[config.mk]
export PLATFORM = sky130hd
export DESIGN_NAME = positional_list_store
export DESIGN_NICKNAME = d
export VERILOG_FILES = /design/src/hdl/plst_pkg.sv /design/src/hdl/positional_list_store.sv /design/src/hdl/plst_datapath.sv /design/src/hdl/plst_ctrl.sv
export SDC_FILE = /design/constraint.sdc
export NUM_CORES = 2
export LEC_CHECK = 0
export ABC_AREA = 1
export BUFFER_PORTS_ARGS = -buffer_cell sky130_fd_sc_hd__buf_4
export CAP_MARGIN = 30
export CELL_PAD_IN_SITES_DETAIL_PLACEMENT = 0
export CELL_PAD_IN_SITES_GLOBAL_PLACEMENT = 1
export CORE_AREA = 2 2 429 431
export DETAILED_ROUTE_END_ITERATION = 10
export DIE_AREA = 0 0 431 433
export PLACE_DENSITY_LB_ADDON = 0.1
export SETUP_SLACK_MARGIN = 0.4
export SLEW_MARGIN = 20
export SYNTH_ARGS = -nofsm -noshare
export SYNTH_HDL_FRONTEND = slang
export SYNTH_SLANG_ARGS = --single-unit
export TNS_END_PERCENT = 30
[constraint.sdc]
create_clock -name clock -period 24 [get_ports clock]
set_input_delay 2.4 -clock clock [delete_from_list [all_inputs] [get_ports clock]]
set_output_delay 2.4 -clock clock [all_outputs]
set_load 0.01 [all_outputs]
[src/hdl/plst_pkg.sv]
// ----------------------------------------------------------------------------
// plst_pkg
// Types and codes shared by the positional list store modules.
// ----------------------------------------------------------------------------
`default_nettype none

package plst_pkg;

   localparam int CMD_W    = 3;
   localparam int POS_W    = 5;
   localparam int VALUE_W  = 32;
   localparam int STATUS_W = 3;
   localparam int FOUND_W  = 4;
   localparam int COUNT_W  = 5;

   // command codes
   localparam logic [CMD_W-1:0] CMD_PUSH_BACK  = 3'd0;
   localparam logic [CMD_W-1:0] CMD_PUSH_FRONT = 3'd1;
   localparam logic [CMD_W-1:0] CMD_POP_BACK   = 3'd2;
   localparam logic [CMD_W-1:0] CMD_POP_FRONT  = 3'd3;
   localparam logic [CMD_W-1:0] CMD_INSERT     = 3'd4;
   localparam logic [CMD_W-1:0] CMD_ERASE      = 3'd5;
   localparam logic [CMD_W-1:0] CMD_FIND       = 3'd6;
   localparam logic [CMD_W-1:0] CMD_CLEAR      = 3'd7;

   // status codes
   localparam logic [STATUS_W-1:0] ST_OK       = 3'd0;
   localparam logic [STATUS_W-1:0] ST_FULL     = 3'd1;
   localparam logic [STATUS_W-1:0] ST_EMPTY    = 3'd2;
   localparam logic [STATUS_W-1:0] ST_BADPOS   = 3'd3;
   localparam logic [STATUS_W-1:0] ST_NOTFOUND = 3'd4;

   typedef struct packed {
      logic [CMD_W-1:0]          cmd;
      logic [POS_W-1:0]          position;
      logic signed [VALUE_W-1:0] value;
   } req_type;

   typedef struct packed {
      logic [STATUS_W-1:0] status;
      logic [FOUND_W-1:0]  found_index;
      logic [COUNT_W-1:0]  count;
   } rsp_type;

   // controller -> datapath
   typedef struct packed {
      logic capture;   // latch the accepted item
      logic exec;      // decode, shift cells, update count
      logic scan;      // one step of the find scan
      logic load_rsp;  // move the finished result to the output register
   } ctrl_cmd_type;

   // datapath -> controller
   typedef struct packed {
      logic is_find;
      logic scan_done;
   } dp_status_type;

endpackage

`default_nettype wire

[src/hdl/positional_list_store.sv]
// ----------------------------------------------------------------------------
// positional_list_store
// Fixed-capacity ordered list of signed values with push/pop at both ends,
// insert/erase at a position, find and clear. One result item per command.
// ----------------------------------------------------------------------------
//
//  channel  | ports                         | payload
//  ---------+-------------------------------+------------------------------
//  request  | req_valid, req_ready, req_data | cmd, position, value
//  response | rsp_valid, rsp_ready, rsp_data | status, found_index, count
//
// Steps: accept, execute (every cell shifts at once), then the result moves to
// the output register once the output slot is free; find adds a scan of the
// registered match vector between execute and that move, one entry per cycle.
// Reset clears the count and the handshake state; entries hold stale data.
// A new item is accepted once the previous result sits in the output
// register, even while that result is still stalled by rsp_ready.
// ----------------------------------------------------------------------------
`default_nettype none

module positional_list_store #(
   parameter int CAPACITY   = 16,
   parameter int DATA_WIDTH = 32
) (
   input  wire                 clock,
   input  wire                 reset,
   input  wire                 req_valid,
   output logic                req_ready,
   input  plst_pkg::req_type   req_data,
   output logic                rsp_valid,
   input  wire                 rsp_ready,
   output plst_pkg::rsp_type   rsp_data
);
   import plst_pkg::*;

   ctrl_cmd_type  ctrl;
   dp_status_type dp_status;

   // sequencer: owns the handshakes and the output valid
   plst_ctrl u_ctrl (
      .clock     (clock),
      .reset     (reset),
      .req_valid (req_valid),
      .req_ready (req_ready),
      .rsp_valid (rsp_valid),
      .rsp_ready (rsp_ready),
      .ctrl      (ctrl),
      .dp_status (dp_status)
   );

   // cell row, count, find scan and result registers
   plst_datapath #(
      .CAPACITY   (CAPACITY),
      .DATA_WIDTH (DATA_WIDTH)
   ) u_datapath (
      .clock     (clock),
      .reset     (reset),
      .req_data  (req_data),
      .ctrl      (ctrl),
      .dp_status (dp_status),
      .rsp_data  (rsp_data)
   );

endmodule

`default_nettype wire

[src/hdl/plst_datapath.sv]
// ----------------------------------------------------------------------------
// plst_datapath
// Cell row holding the list, count register, find scan and result registers.
// ----------------------------------------------------------------------------
`default_nettype none

module plst_datapath #(
   parameter int CAPACITY   = 16,
   parameter int DATA_WIDTH = 32
) (
   input  wire                      clock,
   input  wire                      reset,
   input  plst_pkg::req_type        req_data,
   input  plst_pkg::ctrl_cmd_type   ctrl,
   output plst_pkg::dp_status_type  dp_status,
   output plst_pkg::rsp_type        rsp_data
);
   import plst_pkg::*;

   localparam int CNT_W = $clog2(CAPACITY + 1);
   localparam int CMP_W = (CNT_W > POS_W) ? CNT_W : POS_W;

   req_type                req_ff;
   logic [DATA_WIDTH-1:0]  entries_ff [CAPACITY];
   logic [DATA_WIDTH-1:0]  entries_in [CAPACITY];
   logic [CNT_W-1:0]       fill_count_ff;
   logic [CNT_W-1:0]       fill_count_in;
   logic [CAPACITY-1:0]    match_ff;
   logic [CAPACITY-1:0]    match_in;
   logic [CNT_W-1:0]       scan_idx_ff;
   rsp_type                result_ff;
   rsp_type                rsp_ff;

   logic [DATA_WIDTH-1:0]  key;
   logic                   full;
   logic                   empty;
   logic [CMP_W-1:0]       pos_ext;
   logic [CMP_W-1:0]       fill_ext;
   logic                   do_open;
   logic                   do_close;
   logic [CNT_W-1:0]       at;
   logic [STATUS_W-1:0]    exec_status;

   assign key      = DATA_WIDTH'($unsigned(req_ff.value));
   assign full     = (fill_count_ff == CNT_W'(CAPACITY));
   assign empty    = (fill_count_ff == '0);
   assign pos_ext  = CMP_W'(req_ff.position);
   assign fill_ext = CMP_W'(fill_count_ff);

   // command decode
   always_comb begin
      do_open       = 1'b0;
      do_close      = 1'b0;
      at            = '0;
      exec_status   = ST_OK;
      fill_count_in = fill_count_ff;
      case (req_ff.cmd)
         CMD_PUSH_BACK: begin
            if (full) exec_status = ST_FULL;
            else begin
               do_open = 1'b1;
               at      = fill_count_ff;
            end
         end
         CMD_PUSH_FRONT: begin
            if (full) exec_status = ST_FULL;
            else do_open = 1'b1;
         end
         CMD_POP_BACK: begin
            if (empty) exec_status = ST_EMPTY;
            else fill_count_in = fill_count_ff - 1'b1;
         end
         CMD_POP_FRONT: begin
            if (empty) exec_status = ST_EMPTY;
            else do_close = 1'b1;
         end
         CMD_INSERT: begin
            // position is checked before fullness
            if (pos_ext > fill_ext) exec_status = ST_BADPOS;
            else if (full) exec_status = ST_FULL;
            else begin
               do_open = 1'b1;
               at      = CNT_W'(req_ff.position);
            end
         end
         CMD_ERASE: begin
            if (pos_ext >= fill_ext) exec_status = ST_BADPOS;
            else begin
               do_close = 1'b1;
               at       = CNT_W'(req_ff.position);
            end
         end
         CMD_FIND:  exec_status = ST_OK;
         CMD_CLEAR: fill_count_in = '0;
         default:   exec_status = ST_OK;
      endcase
      if (do_open)  fill_count_in = fill_count_ff + 1'b1;
      if (do_close) fill_count_in = fill_count_ff - 1'b1;
   end

   // cell row: each cell looks only at its two neighbors
   for (genvar k = 0; k < CAPACITY; k++) begin : g_cell
      always_comb begin
         entries_in[k] = entries_ff[k];
         if (do_open) begin
            if (CNT_W'(k) == at) entries_in[k] = key;
            if (k > 0) begin
               if (CNT_W'(k) > at) entries_in[k] = entries_ff[(k > 0) ? k - 1 : 0];
            end
         end
         if (do_close && (k < CAPACITY - 1)) begin
            if (CNT_W'(k) >= at)
               entries_in[k] = entries_ff[(k < CAPACITY - 1) ? k + 1 : k];
         end
         match_in[k] = (entries_ff[k] == key) && (CNT_W'(k) < fill_count_ff);
      end

      always_ff @(posedge clock) begin
         if (ctrl.exec) entries_ff[k] <= entries_in[k];
      end
   end

   always_ff @(posedge clock) begin
      if (reset) fill_count_ff <= '0;
      else if (ctrl.exec) fill_count_ff <= fill_count_in;
   end

   // item latch, find scan, result and output registers
   always_ff @(posedge clock) begin
      if (ctrl.capture) req_ff <= req_data;
      if (ctrl.exec) begin
         match_ff    <= match_in;
         scan_idx_ff <= '0;
         result_ff   <= '{status: exec_status, found_index: '0,
                          count: COUNT_W'(fill_count_in)};
      end
      if (ctrl.scan) begin
         if (match_ff[0]) begin
            result_ff <= '{status: ST_OK, found_index: FOUND_W'(scan_idx_ff),
                           count: COUNT_W'(fill_count_ff)};
         end else if (scan_idx_ff == fill_count_ff) begin
            result_ff <= '{status: ST_NOTFOUND, found_index: '0,
                           count: COUNT_W'(fill_count_ff)};
         end else begin
            match_ff    <= match_ff >> 1;
            scan_idx_ff <= scan_idx_ff + 1'b1;
         end
      end
      if (ctrl.load_rsp) rsp_ff <= result_ff;
   end

   assign dp_status.is_find   = (req_ff.cmd == CMD_FIND);
   assign dp_status.scan_done = match_ff[0] || (scan_idx_ff == fill_count_ff);
   assign rsp_data            = rsp_ff;

   a_fill_in_range: assert property (@(posedge clock) disable iff (reset)
      fill_count_ff <= CNT_W'(CAPACITY))
      else $error("fill count above capacity");

endmodule

`default_nettype wire

[src/hdl/plst_ctrl.sv]
// ----------------------------------------------------------------------------
// plst_ctrl
// Sequencer: accept, execute, scan for find, hand result to output register.
// ----------------------------------------------------------------------------
`default_nettype none

module plst_ctrl (
   input  wire                      clock,
   input  wire                      reset,
   input  wire                      req_valid,
   output logic                     req_ready,
   output logic                     rsp_valid,
   input  wire                      rsp_ready,
   output plst_pkg::ctrl_cmd_type   ctrl,
   input  plst_pkg::dp_status_type  dp_status
);
   import plst_pkg::*;

   localparam logic [1:0] S_IDLE = 2'd0;
   localparam logic [1:0] S_EXEC = 2'd1;
   localparam logic [1:0] S_SCAN = 2'd2;
   localparam logic [1:0] S_HOLD = 2'd3;

   logic [1:0] state_ff;
   logic [1:0] state_in;
   logic       rsp_valid_ff;
   logic       rsp_valid_in;
   logic       slot_free;

   assign slot_free = !rsp_valid_ff || rsp_ready;
   assign req_ready = (state_ff == S_IDLE);

   always_comb begin
      state_in      = state_ff;
      ctrl          = '0;
      ctrl.capture  = req_valid && req_ready;
      case (state_ff)
         S_IDLE: if (req_valid) state_in = S_EXEC;
         S_EXEC: begin
            ctrl.exec = 1'b1;
            state_in  = dp_status.is_find ? S_SCAN : S_HOLD;
         end
         S_SCAN: begin
            ctrl.scan = 1'b1;
            if (dp_status.scan_done) state_in = S_HOLD;
         end
         S_HOLD: begin
            if (slot_free) begin
               ctrl.load_rsp = 1'b1;
               state_in      = S_IDLE;
            end
         end
         default: state_in = S_IDLE;
      endcase
   end

   always_comb begin
      rsp_valid_in = rsp_valid_ff;
      if (ctrl.load_rsp) rsp_valid_in = 1'b1;
      else if (rsp_ready) rsp_valid_in = 1'b0;
   end

   always_ff @(posedge clock) begin
      if (reset) begin
         state_ff     <= S_IDLE;
         rsp_valid_ff <= 1'b0;
      end else begin
         state_ff     <= state_in;
         rsp_valid_ff <= rsp_valid_in;
      end
   end

   assign rsp_valid = rsp_valid_ff;

   a_accept_exec: assert property (@(posedge clock) disable iff (reset)
      ctrl.capture |=> state_ff == S_EXEC)
      else $error("accepted item not executed");

   a_exec_next: assert property (@(posedge clock) disable iff (reset)
      state_ff == S_EXEC |=> state_ff == S_SCAN || state_ff == S_HOLD)
      else $error("bad state after execute");

   a_load_valid: assert property (@(posedge clock) disable iff (reset)
      ctrl.load_rsp |=> rsp_valid_ff)
      else $error("loaded result not presented");

   a_no_overwrite: assert property (@(posedge clock) disable iff (reset)
      ctrl.load_rsp |-> slot_free)
      else $error("result overwrote a pending item");

endmodule

`default_nettype wire
==> metrics.yaml <==
logic_synthesis:
  synth_area_um2: 45300
  avgSynthCellArea_um2: 6.93
  synth_cells: 6538
  synthFlopType: "edfxtp_1"
  yosys.area.top_type: "edfxtp_1"
  synthTopCellsByArea: "edfxtp_1 37%, nand2_1 14%, nand3_1 6.7%"
  ys_types: 59
  yosys_warnings: 0
  ys_ff_latch: 605
  synth_edf_count: 564
  ys_seq_area_share_pct: 39.2
  syn-num-nets: 6596
  synth-async-reset-ratio_pct: 0
  synth.top_cell.area_share_pct: 37.4
global_routing:
  grt_max_degree: 139
  overflow: 0
  grt_usage_pct: 27.8
  grt_pass1_vias: 43800
  antenna_found_initial: 13
  grt_pass1_wl_mm: 369
detailed_routing:
  drcViolationCount: 0
  ant_nets: 0
  vias: 47500
  drt_iter0_markers: 5809
  first_pass_iters: 6
  wire_per_inst_um: 30.1
  vias_per_cell: 5.37
  routed_wl_mm: 267
cts:
  worstSkewPairLatency_ns: 0.76
  cts_root_buffer: "clkbuf_16"
  cts_num_sinks: 605
  postCtsHoldBufs: 0
  post_cts_resized: 0
  cts.clk_slew.worst_paths_ns: 0.06
  clockBufferDepth: 3
  cts_tree: "built"
  ctsHtreeMaxLevel: 3
  cts_setup_buffers: 0
  cts_made_buffers: 87
finish:
  final_common_cell: "nand2_1"
  final_cell_mix: "1714 x nand2_1, 726 x nor2_1, 606 x nand3_1, 605 x inv_1, 564 x edfxtp_1"
  nets: 6450
  fin_cells: 8851
  drive_gt1_share_pct: 7.12
  area_delta_synth_final_pct: 13.0
  utilization_pct: 28.1
  design_area_um2: 51200
pwr:
  p_sw_share_pct: 48.8
  seqPwrFrac_pct: 35.1
  power_switching_mw: 3.26
  p_per_area_nw_per_um2: 131
  p_int_mw: 3.42
  p_comb_share_pct: 44.5
  ir_worst_vdd_uv: 104
  p_clk_share_pct: 20.4
  power.leakage_nw: 21.0
critical_path:
  worstReg2RegStart: "u_datapath.fill_count_ff[4]$_SDFFE_PP0P_"
  slowest_delay_ns: 0.62
  critical_path.startpoint: "u_datapath.fill_count_ff[4]$_SDFFE_PP0P_"
  crit_fanout: 65
  end_kind: "flop"
  timing.rr.end: "u_datapath.entries_ff[2][3]$_DFFE_PP_"
  setup.worst_path.class: "flop to flop"
  reg2reg_setup_slack_ns: 18.54
  critPathSlowestCell: "dfxtp_1"
  cp.arrival_ns: 5.93
  critPathRequiredTime_ns: 24.47
  worstPathCellList: "inv_1, ha_1, nand2_1, nor2_1, nand2_1, nand2_2, nand3_1, nand3_2, nor2_4, buf_4, nand2_2, buf_4, nand2_2, nand2_2, clkinv_2, nor2_1, a21oi_1"
  crit_top_cell: "nand2_2"
  reg2reg_depth: 17
  cp-start-kind: "flop"
floorplanning:
  core_area_um2: 182000
  dieArea_um2: 187000
  io_pins: 58
  rows: 157
  dieWidth_um: 431
  initial_core_util_pct: 24.9
  dieHeight_um: 433
placement:
  dpl_cell_area_um2: 48400
  post-dp-hpwl_mm: 185
  place.gp.congestion: 0.881
  io_buffers: 57
  dp_cells: 8687
sta:
  drv_slew: 0
  finalHoldViolCount: 0
  worst_pin_slew_ns: 1.09
  fin_crit_ns: 5.46
  rsz0062_at_grt: "no"
  setup_viol: 0
  fin_tns_setup_ns: 0
  maxSlewHeadroom_pct: 27.3
  min_period_over_period_pct: 22.7
  timing.fmax_ghz: 0.183
  fin_skew_ns: 0.0362
hold_path:
  holdPathStages: 0
  hold_path.class: "flop to flop"
  worstHoldStart: "u_datapath.result_ff[11]$_DFF_P_"
  holdPathEnd: "u_datapath.rsp_data[11]$_DFFE_PP_"
flow_run:
  drv_cap: 0
outcome:
  outcome: "finished, final reports clean"
[sequential cells by signal, summed over array words and instances, names as in the netlist]
| signal | flops |
|---|---|
| u_datapath.scan_idx_ff | 5 |
| u_datapath.entries_ff | 512 |
| u_datapath.result_ff | 12 |
| u_datapath.key | 32 |
| u_datapath.pos_ext | 5 |
| u_datapath.req_ff | 3 |
| u_datapath.match_ff | 16 |
| u_datapath.rsp_data | 12 |
| u_ctrl.state_ff | 2 |
| u_datapath.fill_count_ff | 5 |
| u_ctrl.rsp_valid | 1 |
[per-layer routing]
metal | vias up | share of wire [%] | global-route usage [%]
met5 | - | 0.0049 | 0
met2 | 1974 | 42 | 40.5
met4 | 2 | 2.9 | 7.62
li1 | 21600 | - | -
met3 | 260 | 6.6 | 3.75
met1 | 23700 | 49 | 42.2
[Yosys cell counts, types with 14 or more instances]
cell type,instances
clkbuf_1,287
xor2_1,167
ha_1,14
a21oi_1,522
xnor2_1,63
dfxtp_1,41
o21ai_1,30
edfxtp_1,564
o2111ai_1,35
nor2_1,733
nand3_1,608
nand2_1,1722
a31oi_1,53
o22ai_1,130
nand4_1,62
inv_1,610
o21bai_1,32
o211ai_1,17
a22oi_1,55
nor4_1,42
a211oi_1,19
or2_2,17
buf_2,124
buf_1,43
inv_2,15
o21ai_0,370
nor3_1,54
[stage by stage]
stage,total power [mW],hold WS [ns],setup WS (ns)
6_report,6.69,0.437,18.54
3_5_place_dp,5.27,0.423,18.60
5_1_grt,7.05,0.445,18.09
4_1_cts,6.65,0.439,18.59
2_1_floorplan,4.08,0.409,8.85
3_3_place_gp,5.25,0.427,18.75
[worst max path at each step]
stage,to
global route,u_datapath.entries_ff[2][15]$_DFFE_PP_
CTS,u_datapath.entries_ff[2][7]$_DFFE_PP_
finish,u_datapath.entries_ff[2][3]$_DFFE_PP_
global placement,u_datapath.entries_ff[2][3]$_DFFE_PP_
detailed placement,u_datapath.entries_ff[2][7]$_DFFE_PP_
floorplan,u_datapath.entries_ff[15][0]$_DFFE_PP_
[logic make-up (layout without fill, tap and decap cells)]
logic type               count (synthesis)  after routing  synth area share, %
AND/OR/NAND/NOR                       3292           3292                 30.3
AO/OA/AOI/OAI                         1294           1294                 16.0
buffers and inverters                 1103           1023                 9.64
flip-flops                             605            605                 39.2
XOR/XNOR                               230            230                 4.45
adder cells (fa/ha/maj)                 14             14                0.387
other                                    0              8                    0
[power by group through the flow]
| stage | combinational [mW] | clock, mW | sequential, mW |
|---|---|---|---|
| 6_report | 2.98 | 1.36 | 2.35 |
| 2_1_floorplan | 1.89 | 0 | 2.19 |
| 3_5_place_dp | 2.93 | 0 | 2.34 |
| 4_1_cts | 2.94 | 1.39 | 2.32 |
| 5_1_grt | 3.26 | 1.42 | 2.37 |
| 3_3_place_gp | 2.91 | 0 | 2.34 |
[layout make-up]
type / instances / area (µm²)
clock buffer: 116 / 2390
clock inverter: 39 / 423
sequential: 605 / 17800
tap: 2385 / 2980
antenna: 8 / 20.0
inverter: 636 / 2390
fill: 20100 / 131000
multi-input combinational: 4830 / 23300
timing repair buffer: 232 / 1930
[critical path: cells and delay by family, from the launching register on]
kind                     cells  cell delay, ns
AO/OA/AOI/OAI                1            0.09
adder cells (fa/ha/maj)      1            0.36
buffers and inverters        4            1.47
flip-flops                   1            0.62
AND/OR/NAND/NOR             11            2.54
Power figures use the tool's default switching activity.
